<file path="src/sv/b64sd_pkg.sv">
`default_nettype none

package b64sd_pkg;

    localparam logic [7:0] PAD_CHAR = 8'h3D;
    localparam logic [7:0] NUL_CHAR = 8'h00;

    typedef struct packed {
        logic [7:0] out_byte;
        logic       is_end;
        logic       error;
    } t_result;

    typedef struct packed {
        logic       valid;
        logic [5:0] value;
    } t_sextet;

    function automatic t_sextet sextet_of(input logic [7:0] c);
        t_sextet s;
        s.valid = 1'b1;
        s.value = 6'd0;
        if (c >= 8'h41 && c <= 8'h5A) begin
            s.value = 6'(c - 8'h41);
        end else if (c >= 8'h61 && c <= 8'h7A) begin
            s.value = 6'(c - 8'h61 + 8'd26);
        end else if (c >= 8'h30 && c <= 8'h39) begin
            s.value = 6'(c - 8'h30 + 8'd52);
        end else if (c == 8'h2B) begin
            s.value = 6'd62;
        end else if (c == 8'h2F) begin
            s.value = 6'd63;
        end else begin
            s.valid = 1'b0;
        end
        return s;
    endfunction

endpackage

`default_nettype wire

</file>
<file path="src/sv/b64sd_core.sv">
`default_nettype none

module b64sd_core
    import b64sd_pkg::*;
(
    input  wire logic       i_clk,
    input  wire logic       i_rst_n,
    input  wire logic       i_fire,
    input  wire logic [7:0] i_byte,
    input  wire logic       i_last,
    output t_result         o_res0,
    output t_result         o_res1,
    output logic [1:0]      o_count
);

    logic [1:0] r_phase, n_phase;
    logic [7:0] r_partial, n_partial;
    logic       r_pad_pending, n_pad_pending;
    logic       r_error_seen, n_error_seen;
    logic       r_stopped, n_stopped;

    t_sextet    sx;
    logic       emit;
    logic [7:0] data_byte;
    logic       end_error;
    t_result    data_res;
    t_result    end_res;

    always_comb begin
        sx            = sextet_of(i_byte);
        emit          = 1'b0;
        data_byte     = 8'd0;
        n_phase       = r_phase;
        n_partial     = r_partial;
        n_pad_pending = r_pad_pending;
        n_error_seen  = r_error_seen;
        n_stopped     = r_stopped;

        if (!r_stopped) begin
            priority if (r_pad_pending && i_byte != PAD_CHAR) begin
                n_error_seen  = 1'b1;
                n_stopped     = 1'b1;
                n_pad_pending = 1'b0;
            end else if (i_byte == NUL_CHAR) begin
                n_stopped = 1'b1;
            end else if (i_byte == PAD_CHAR) begin
                n_pad_pending = (r_phase == 2'd1);
            end else if (sx.valid) begin
                n_phase = r_phase + 2'd1;
                unique case (r_phase)
                    2'd0: begin
                        n_partial = {sx.value, 2'b00};
                    end
                    2'd1: begin
                        emit      = 1'b1;
                        data_byte = r_partial | {6'd0, sx.value[5:4]};
                        n_partial = {sx.value[3:0], 4'd0};
                    end
                    2'd2: begin
                        emit      = 1'b1;
                        data_byte = r_partial | {4'd0, sx.value[5:2]};
                        n_partial = {sx.value[1:0], 6'd0};
                    end
                    default: begin
                        emit      = 1'b1;
                        data_byte = r_partial | {2'd0, sx.value};
                        n_partial = 8'd0;
                    end
                endcase
            end else begin
                n_phase = r_phase;
            end
        end

        end_error = n_error_seen | n_pad_pending;

        if (i_last) begin
            n_phase       = 2'd0;
            n_partial     = 8'd0;
            n_pad_pending = 1'b0;
            n_error_seen  = 1'b0;
            n_stopped     = 1'b0;
        end

        data_res = '{out_byte: data_byte, is_end: 1'b0, error: 1'b0};
        end_res  = '{out_byte: 8'd0, is_end: 1'b1, error: end_error};
        o_res0   = emit ? data_res : end_res;
        o_res1   = end_res;
        o_count  = {1'b0, emit} + {1'b0, i_last};
    end

    always_ff @(posedge i_clk) begin
        if (!i_rst_n) begin
            r_phase       <= 2'd0;
            r_partial     <= 8'd0;
            r_pad_pending <= 1'b0;
            r_error_seen  <= 1'b0;
            r_stopped     <= 1'b0;
        end else if (i_fire) begin
            r_phase       <= n_phase;
            r_partial     <= n_partial;
            r_pad_pending <= n_pad_pending;
            r_error_seen  <= n_error_seen;
            r_stopped     <= n_stopped;
        end
    end

endmodule

`default_nettype wire

</file>
<file path="src/sv/base64_stream_decoder_unit.sv">
`default_nettype none

// Streaming base64 decoder that takes one character per transaction and returns
// decoded bytes, plus one end transaction carrying the error flag after the character
// marked last. A character is registered on acceptance, decoded once the four-entry
// output queue has room and written into that queue, so a result passes the input
// register and the queue before it appears. One character is accepted every cycle while
// the queue has room; the output port drains one result per cycle while i_out_ready is
// high, so a last character that also completes a byte adds one extra result, and input
// is held back only when the queue cannot take two more results.

module base64_stream_decoder_unit
    import b64sd_pkg::*;
(
    input  wire logic       i_clk,
    input  wire logic       i_rst_n,
    input  wire logic       i_in_valid,
    output logic            o_in_ready,
    input  wire logic [7:0] i_in_byte,
    input  wire logic       i_last,
    output logic            o_out_valid,
    input  wire logic       i_out_ready,
    output logic [7:0]      o_out_byte,
    output logic            o_is_end,
    output logic            o_error
);

    logic       r_in_valid;
    logic [7:0] r_in_byte;
    logic       r_in_last;

    t_result    r_queue [4];
    logic [1:0] r_wr_ptr, n_wr_ptr;
    logic [1:0] r_rd_ptr, n_rd_ptr;
    logic [2:0] r_count, n_count;

    logic       pop;
    logic       fire;
    logic [2:0] kept;
    t_result    res0;
    t_result    res1;
    logic [1:0] push_count;
    t_result    head;

    b64sd_core u_core (
        .i_clk   (i_clk),
        .i_rst_n (i_rst_n),
        .i_fire  (fire),
        .i_byte  (r_in_byte),
        .i_last  (r_in_last),
        .o_res0  (res0),
        .o_res1  (res1),
        .o_count (push_count)
    );

    always_comb begin
        pop        = (r_count != 3'd0) && i_out_ready;
        kept       = r_count - {2'd0, pop};
        fire       = r_in_valid && (kept <= 3'd2);
        o_in_ready = !r_in_valid || fire;
        n_rd_ptr   = r_rd_ptr + {1'b0, pop};
        n_wr_ptr   = fire ? r_wr_ptr + push_count : r_wr_ptr;
        n_count    = kept + (fire ? {1'b0, push_count} : 3'd0);
        head       = r_queue[r_rd_ptr];
        o_out_valid = (r_count != 3'd0);
        o_out_byte  = head.out_byte;
        o_is_end    = head.is_end;
        o_error     = head.error;
    end

    always_ff @(posedge i_clk) begin
        if (!i_rst_n) begin
            r_in_valid <= 1'b0;
            r_wr_ptr   <= 2'd0;
            r_rd_ptr   <= 2'd0;
            r_count    <= 3'd0;
        end else begin
            if (o_in_ready) begin
                r_in_valid <= i_in_valid;
            end
            r_wr_ptr <= n_wr_ptr;
            r_rd_ptr <= n_rd_ptr;
            r_count  <= n_count;
        end
    end

    always_ff @(posedge i_clk) begin
        if (o_in_ready && i_in_valid) begin
            r_in_byte <= i_in_byte;
            r_in_last <= i_last;
        end
        if (fire && push_count != 2'd0) begin
            r_queue[r_wr_ptr] <= res0;
        end
        if (fire && push_count == 2'd2) begin
            r_queue[r_wr_ptr + 2'd1] <= res1;
        end
    end

endmodule

`default_nettype wire
</file>
<file path="config.mk">
export PLATFORM = sky130hd
export DESIGN_NAME = base64_stream_decoder_unit
export DESIGN_NICKNAME = d
export VERILOG_FILES = /design/src/sv/b64sd_pkg.sv /design/src/sv/b64sd_core.sv /design/src/sv/base64_stream_decoder_unit.sv
export SDC_FILE = /design/constraint.sdc
export NUM_CORES = 1
export LEC_CHECK = 0
export BUFFER_PORTS_ARGS = -buffer_cell sky130_fd_sc_hd__buf_2
export CORE_MARGIN = 2
export CORE_UTILIZATION = 61
export DETAILED_ROUTE_END_ITERATION = 12
export GPL_ROUTABILITY_DRIVEN = 0
export PLACE_DENSITY = 0.87
export SYNTH_ARGS = -nofsm -noshare
export SYNTH_HDL_FRONTEND = slang
export SYNTH_HIERARCHICAL = 1
export SYNTH_SLANG_ARGS = --single-unit
</file>
<file path="constraint.sdc">
create_clock -name i_clk -period 5 [get_ports i_clk]
set_clock_uncertainty 0.2 [all_clocks]
set_input_delay 0.25 -clock i_clk [delete_from_list [all_inputs] [get_ports i_clk]]
set_output_delay 0.25 -clock i_clk [all_outputs]
set_load 0.1 [all_outputs]
</file>
==> results of run 1 <==
## how the worst min path moves through the flow
stage	startpoint	endpoint	cells past startpoint
floorplan	i_in_byte[0]	r_in_byte[0]	0
global placement	i_in_byte[6]	r_in_byte[6]	1
detailed placement	i_in_byte[6]	r_in_byte[6]	1
CTS	i_rst_n	r_rd_ptr[0]	2
global route	i_rst_n	u_core/r_stopped	3
finish	i_rst_n	u_core/r_stopped	3
## worst max-delay path, delay by kind of cell (launching register included)
family / cells / cell delay, ns
multiplexers: 1 / 0.41
buffers and inverters: 2 / 0.25
adder cells (fa/ha/maj): 2 / 0.66
flip-flops: 1 / 0.55
AND/OR/NAND/NOR: 5 / 1.90
AO/OA/AOI/OAI: 2 / 0.42
## power breakdown
group / switching (W) / leakage [nW] / internal [W]
sequential: 0.0000632 / 0.591 / 0.000649
clock: 0.000207 / 0.0862 / 0.000229
combinational: 0.000551 / 1.03 / 0.000212
## cell families (layout without fill, tap and decap cells)
kind of cell    count (synthesis)  after routing  share of synthesized area (%)
fa+ha+maj                      22             22                          6.682
buf+inv                        41             80                          4.760
xor+xnor                        5              5                          1.035
mux                            52             52                          16.44
other cells                     2              9                         0.1775
simple gates                  107            107                          15.52
compound gates                 67             67                          11.62
flops                          68             68                          43.76
## flip-flops by register name, indices dropped and copies added (netlist names)
name / flops
r_count: 3
u_core/r_error_seen: 1
r_rd_ptr: 2
r_in_valid: 1
r_in_byte: 8
u_core/r_partial: 6
u_core/r_stopped: 1
r_in_last: 1
u_core/r_phase: 2
u_core/r_pad_pending: 1
r_queue: 40
r_wr_ptr: 2
## layout by cell type (no fill, tap or decap), types with 9 or more instances in the layout
cell type,Yosys,layout
a21oi_1,15,15
buf_2,3,24
buf_4,11,9
clkbuf_8,0,9
conb_1,2,9
dfxtp_1,19,19
dlygate4sd3_1,0,10
edfxtp_1,49,49
ha_1,21,21
inv_1,20,20
mux2_2,40,40
mux4_2,10,10
nand2_1,20,20
nor2_1,24,24
o21ai_0,10,9
## area by class of cell
class                           count  area [um2]
Multi-Input combinational cell    262        2205
Clock buffer                       10       127.6
Fill cell                         473        2041
Tap cell                           80       100.1
Inverter                           21       78.83
Sequential cell                    68        1852
Timing Repair Buffer               43       287.8
Clock inverter                      6       65.06
## per-stage QoR
stage	power (W)	cell area (um2)	utilization [%]	setup WS (ns)	cells
4_1_cts	0.001916	4716	69.80	0.4137	490
5_1_grt	0.002005	4716	69.80	0.1172	490
6_report	0.001911	4716	69.80	0.3661	490
3_5_place_dp	0.001476	4423	65.46	0.4541	464
2_1_floorplan	0.001347	4258	-	0.4062	371
3_3_place_gp	0.001457	4423	65.46	0.6262	464
## routing by layer
layer,GRT usage [%],vias to the layer above,routed length (um)
met2,45.04,94,4683
met3,5.118,15,388
met1,28.25,1503,3587
met5,0,-,0
met4,9.790,0,182
li1,-,1443,-
## what timing repair did
action,in CTS,in global routing
hold endpoints to repair,10,0
buffers inserted,0,0
gates resized for setup,0,0
hold buffers,10,0
==> results.cfg, run 1 <==
[sta]
worst_slew_pin_slew_ns = 0.9017
fin_crit_ns = 4.634
finalSetupTns_ns = 0
hold_viol = 0
setup_viol = 0
timing.hold.ws_ns = 0.03373
slew_headroom_pct = 39.49
slew_viol_final = 0
min_period_over_period_pct = 92.68
rsz0062_at_grt = false
fmax_ghz = 0.2158

[worst_setup_path]
critPathMaxStageDelay_ns = 0.55
ff2ff_setup_slack_ns = 0.37
r2r-start = r_in_byte[0]
slowest_stage = edfxtp_1
reg2reg_depth = 12
cp-startpoint = r_in_byte[0]
critical_path_peak_fanout = 10
worstSetupStartpointType = register
required_ns = 4.88
endpoint = r_queue[1][0]
crit_type = reg -> reg
crit_path_frequent_cell = ha_1
worstPathCellList = inv_1 -> ha_1 -> or3b_1 -> and3_1 -> o21a_1 -> o21ai_1 -> or2_1 -> inv_2 -> ha_1 -> or4b_4 -> nor3_4 -> mux2_2
regToRegEndpoint = r_queue[1][0]
arrival_ns = 4.51
endpoint_kind = register

[floorplanning]
die_w_um = 87.29
initial_core_util_pct = 62.63
die_h_um = 87.29
rows = 30
io_pins = 25
dieArea_um2 = 7620
core_area_um2 = 6756

[synthesis]
synthCells = 364
yosysMostFrequentCell = edfxtp_1
yosysSeqAreaShare_pct = 43.76
netlist_top_cells_count = edfxtp_1, mux2_2, nor2_1
synthDominantCellAreaShare_pct = 34.77
avgSynthCellArea_um2 = 11.63
synth_ff_type = edfxtp_1
synth_seq_cells = 68
synth_edf_count = 49
syn_area_um2 = 4232
yosysTopAreaCell = edfxtp_1
yosysUniqueCellTypes = 70
synth_async_sr_flop_share_pct = 0
synth_area_leaders = edfxtp_1, mux2_2, dfxtp_1, ha_1, mux4_2
yosysWarnings = 6

[clock_tree]
clock_path_buffers = 2
cts-root-buf = clkbuf_8
cts_sinks = 68
cts_tree = done
h-tree-depth = 3
worstSkewPairLatency_ns = 0.33
clk_pin_slew_worst_paths_ns = 0.08
cts_made_buffers = 9

[finish]
nets = 440
diodes = 0
syn_to_final_growth_pct = 11.44
drive_above_1_share_pct = 28.78

[routing]
antenna_left = 0
wl_mm = 8.841
vias = 3055
first_pass_iters = 4
wire_per_inst_um = 18.04
first_iter_violations = 241
vias_per_cell = 6.235
drc = 0

[power]
p_leak_nw = 1.704
p_per_area_nw_per_um2 = 405.2
peakVddDrop_uv = 244.6

[global_routing]
grt_max_degree = 18
grt_pass1_wl_mm = 14.54
grt_pass1_vias = 3094
grt_overflow = 0
antenna_found_initial = 0
grt_use_total_pct = 24.79

[placed_design]
post-dp-hpwl_mm = 6.077
portBuffers = 24

[min_path]
hold_path.class = in -> reg

[flow_run]
maxCapViolations = 0

[run_status]
status = finished clean
Note: power is estimated with default switching activity, not from simulation.
==> run 2, diff against run 1 <==
==> constraint.sdc (replaced) <==
create_clock -name i_clk -period 5 [get_ports i_clk]
set_clock_uncertainty 0.2 [all_clocks]
set_input_delay 1.25 -clock i_clk [delete_from_list [all_inputs] [get_ports i_clk]]
set_output_delay 1.25 -clock i_clk [all_outputs]
set_load 0.1 [all_outputs]
==> run 2 against run 1 <==
Non-clock buffer count decreased by 9. Via count decreased by 1.7%. Sequential share of layout area grew 0.43 points. First-iteration DRC count rose by 2.5%. Clock power rose by 21%. Count of clock-buffer cells in the layout did not move. Core utilization fell by 0.76 points. Critical path type unchanged. Largest power group unchanged.
==> results.cfg, run 2 (synthesized netlist as in run 1, its figures left out) <==
[worst_setup_path]
critPathMaxStageDelay_ns = 0.54
worstPathCellList = inv_1 -> ha_1 -> or3b_1 -> and3_1 -> o21a_1 -> o21ai_1 -> or2_1 -> inv_2 -> ha_1 -> or4b_4 -> nor3_4 -> mux2_2
arrival_ns = 4.57
required_ns = 4.89
ff2ff_setup_slack_ns = 0.31
crit_path_frequent_cell = ha_1
crit_type = reg -> reg
critical_path_peak_fanout = 10
slowest_stage = edfxtp_1
endpoint_kind = register
worstSetupStartpointType = register

[routing]
wl_met3_um = 427
wl_mm = 8.624
vias = 3002
wirelength_met1_mm = 3.445
wl_met2_mm = 4.553
vias_per_cell = 6.241
first_iter_violations = 247
drc = 0
antenna_left = 0
wire_per_inst_um = 17.93
dr.max_layer_used = met4
first_pass_iters = 5

[sta]
rsz0062_at_grt = false
finalSetupTns_ns = 0
slew_headroom_pct = 50.36
fmax_ghz = 0.2134
worst_slew_pin_slew_ns = 0.7435
timing.hold.ws_ns = 0.2638
slew_viol_final = 0
layout_setup_ws_ns = 0.3133
hold_viol = 0
fin_crit_ns = 4.687
min_period_over_period_pct = 93.73
setup_viol = 0

[finish]
drive_above_1_share_pct = 29.68
largest_reg_flops = 40
diodes = 0
final_cell_area_um2 = 4664
top_regs = r_queue: 40 flops, r_in_byte: 8 flops, u_core/r_partial: 6 flops
layout_common_cells = edfxtp_1, mux2_2, nor2_1, buf_2, ha_1
nets = 431
top_register = r_queue
layout_commonest_cell = edfxtp_1
syn_to_final_growth_pct = 10.23

[clock_tree]
cts-root-buf = clkbuf_8
cts_sinks = 68
cts_hold_buf = 0
worstSkewPairLatency_ns = 0.34
cts_made_buffers = 9
cts_tree = done
clock_path_buffers = 2
clk_pin_slew_worst_paths_ns = 0.07
cts.repair.resized = 0
post_cts_buffers = 0
h-tree-depth = 3

[floorplanning]
dieArea_um2 = 7620
die_w_um = 87.29
initial_core_util_pct = 62.63
core_area_um2 = 6756
rows = 30
io_pins = 25
die_h_um = 87.29

[placed_design]
placed_area_um2 = 4434
place_ws_ns = 0.4080
portBuffers = 24
post-dp-hpwl_mm = 6.084

[global_routing]
grt_max_degree = 18
grt_pass1_wl_mm = 14.10
grt_pass1_vias = 3027
antenna_found_initial = 0
grt_use_total_pct = 24.04
grt_overflow = 0

[power]
p_per_area_nw_per_um2 = 428.3
p_leak_nw = 1.696
peakVddDrop_uv = 387.9

[flow_run]
maxCapViolations = 0

[run_status]
status = finished clean

[min_path]
hold_path.class = reg -> reg
==> run 2: final timing paths <==
path / start / end / cells past startpoint
min reg2reg: u_core/r_partial[2] / u_core/r_partial[2] / 2
min: u_core/r_partial[2] / u_core/r_partial[2] / 2
max reg2reg: r_in_byte[0] / r_queue[1][5] / 12
max: r_in_byte[0] / r_queue[1][5] / 12
==> run 2: metrics by stage <==
stage	util [%]	cells	total power, W
finish	69.04	481	0.001998
global route	69.04	481	0.002087
CTS	69.04	481	0.002008
detailed placement	65.63	465	0.001482
global placement	65.63	465	0.001463
floorplan	-	371	0.001350
==> run 2: area by class of cell <==
| class | count | area (um2) |
|---|---|---|
| multi-input cells | 262 | 2208 |
| fillers | 456 | 2092 |
| flip-flops and latches | 68 | 1852 |
| repair buffers | 34 | 195.2 |
| clock buffers | 10 | 127.6 |
| clock inverters | 6 | 102.6 |
| well taps | 80 | 100.1 |
| inverters | 21 | 78.83 |
==> run 2: power by group <==
group	leakage, nW	switching [W]	internal (W)
registers	0.591	0.0000635	0.000649
clock network	0.115	0.000199	0.000327
logic	0.990	0.000550	0.000209
total	1.70	0.000812	0.00119
==> run 2: critical path, delay by kind of cell, from the launching register on <==
kind                     cells  cell delay, ns
AND/OR/NAND/NOR              5            1.95
adder cells (fa/ha/maj)      2            0.68
flip-flops                   1            0.54
AO/OA/AOI/OAI                2            0.42
multiplexers                 1            0.40
buffers and inverters        2            0.25
==> run 2: layer usage <==
layer | GRT usage [%] | vias to the layer above
li1 | - | 1429
met1 | 26.50 | 1455
met2 | 44.35 | 99
met3 | 4.929 | 19
met4 | 10.21 | 0
met5 | 0 | -
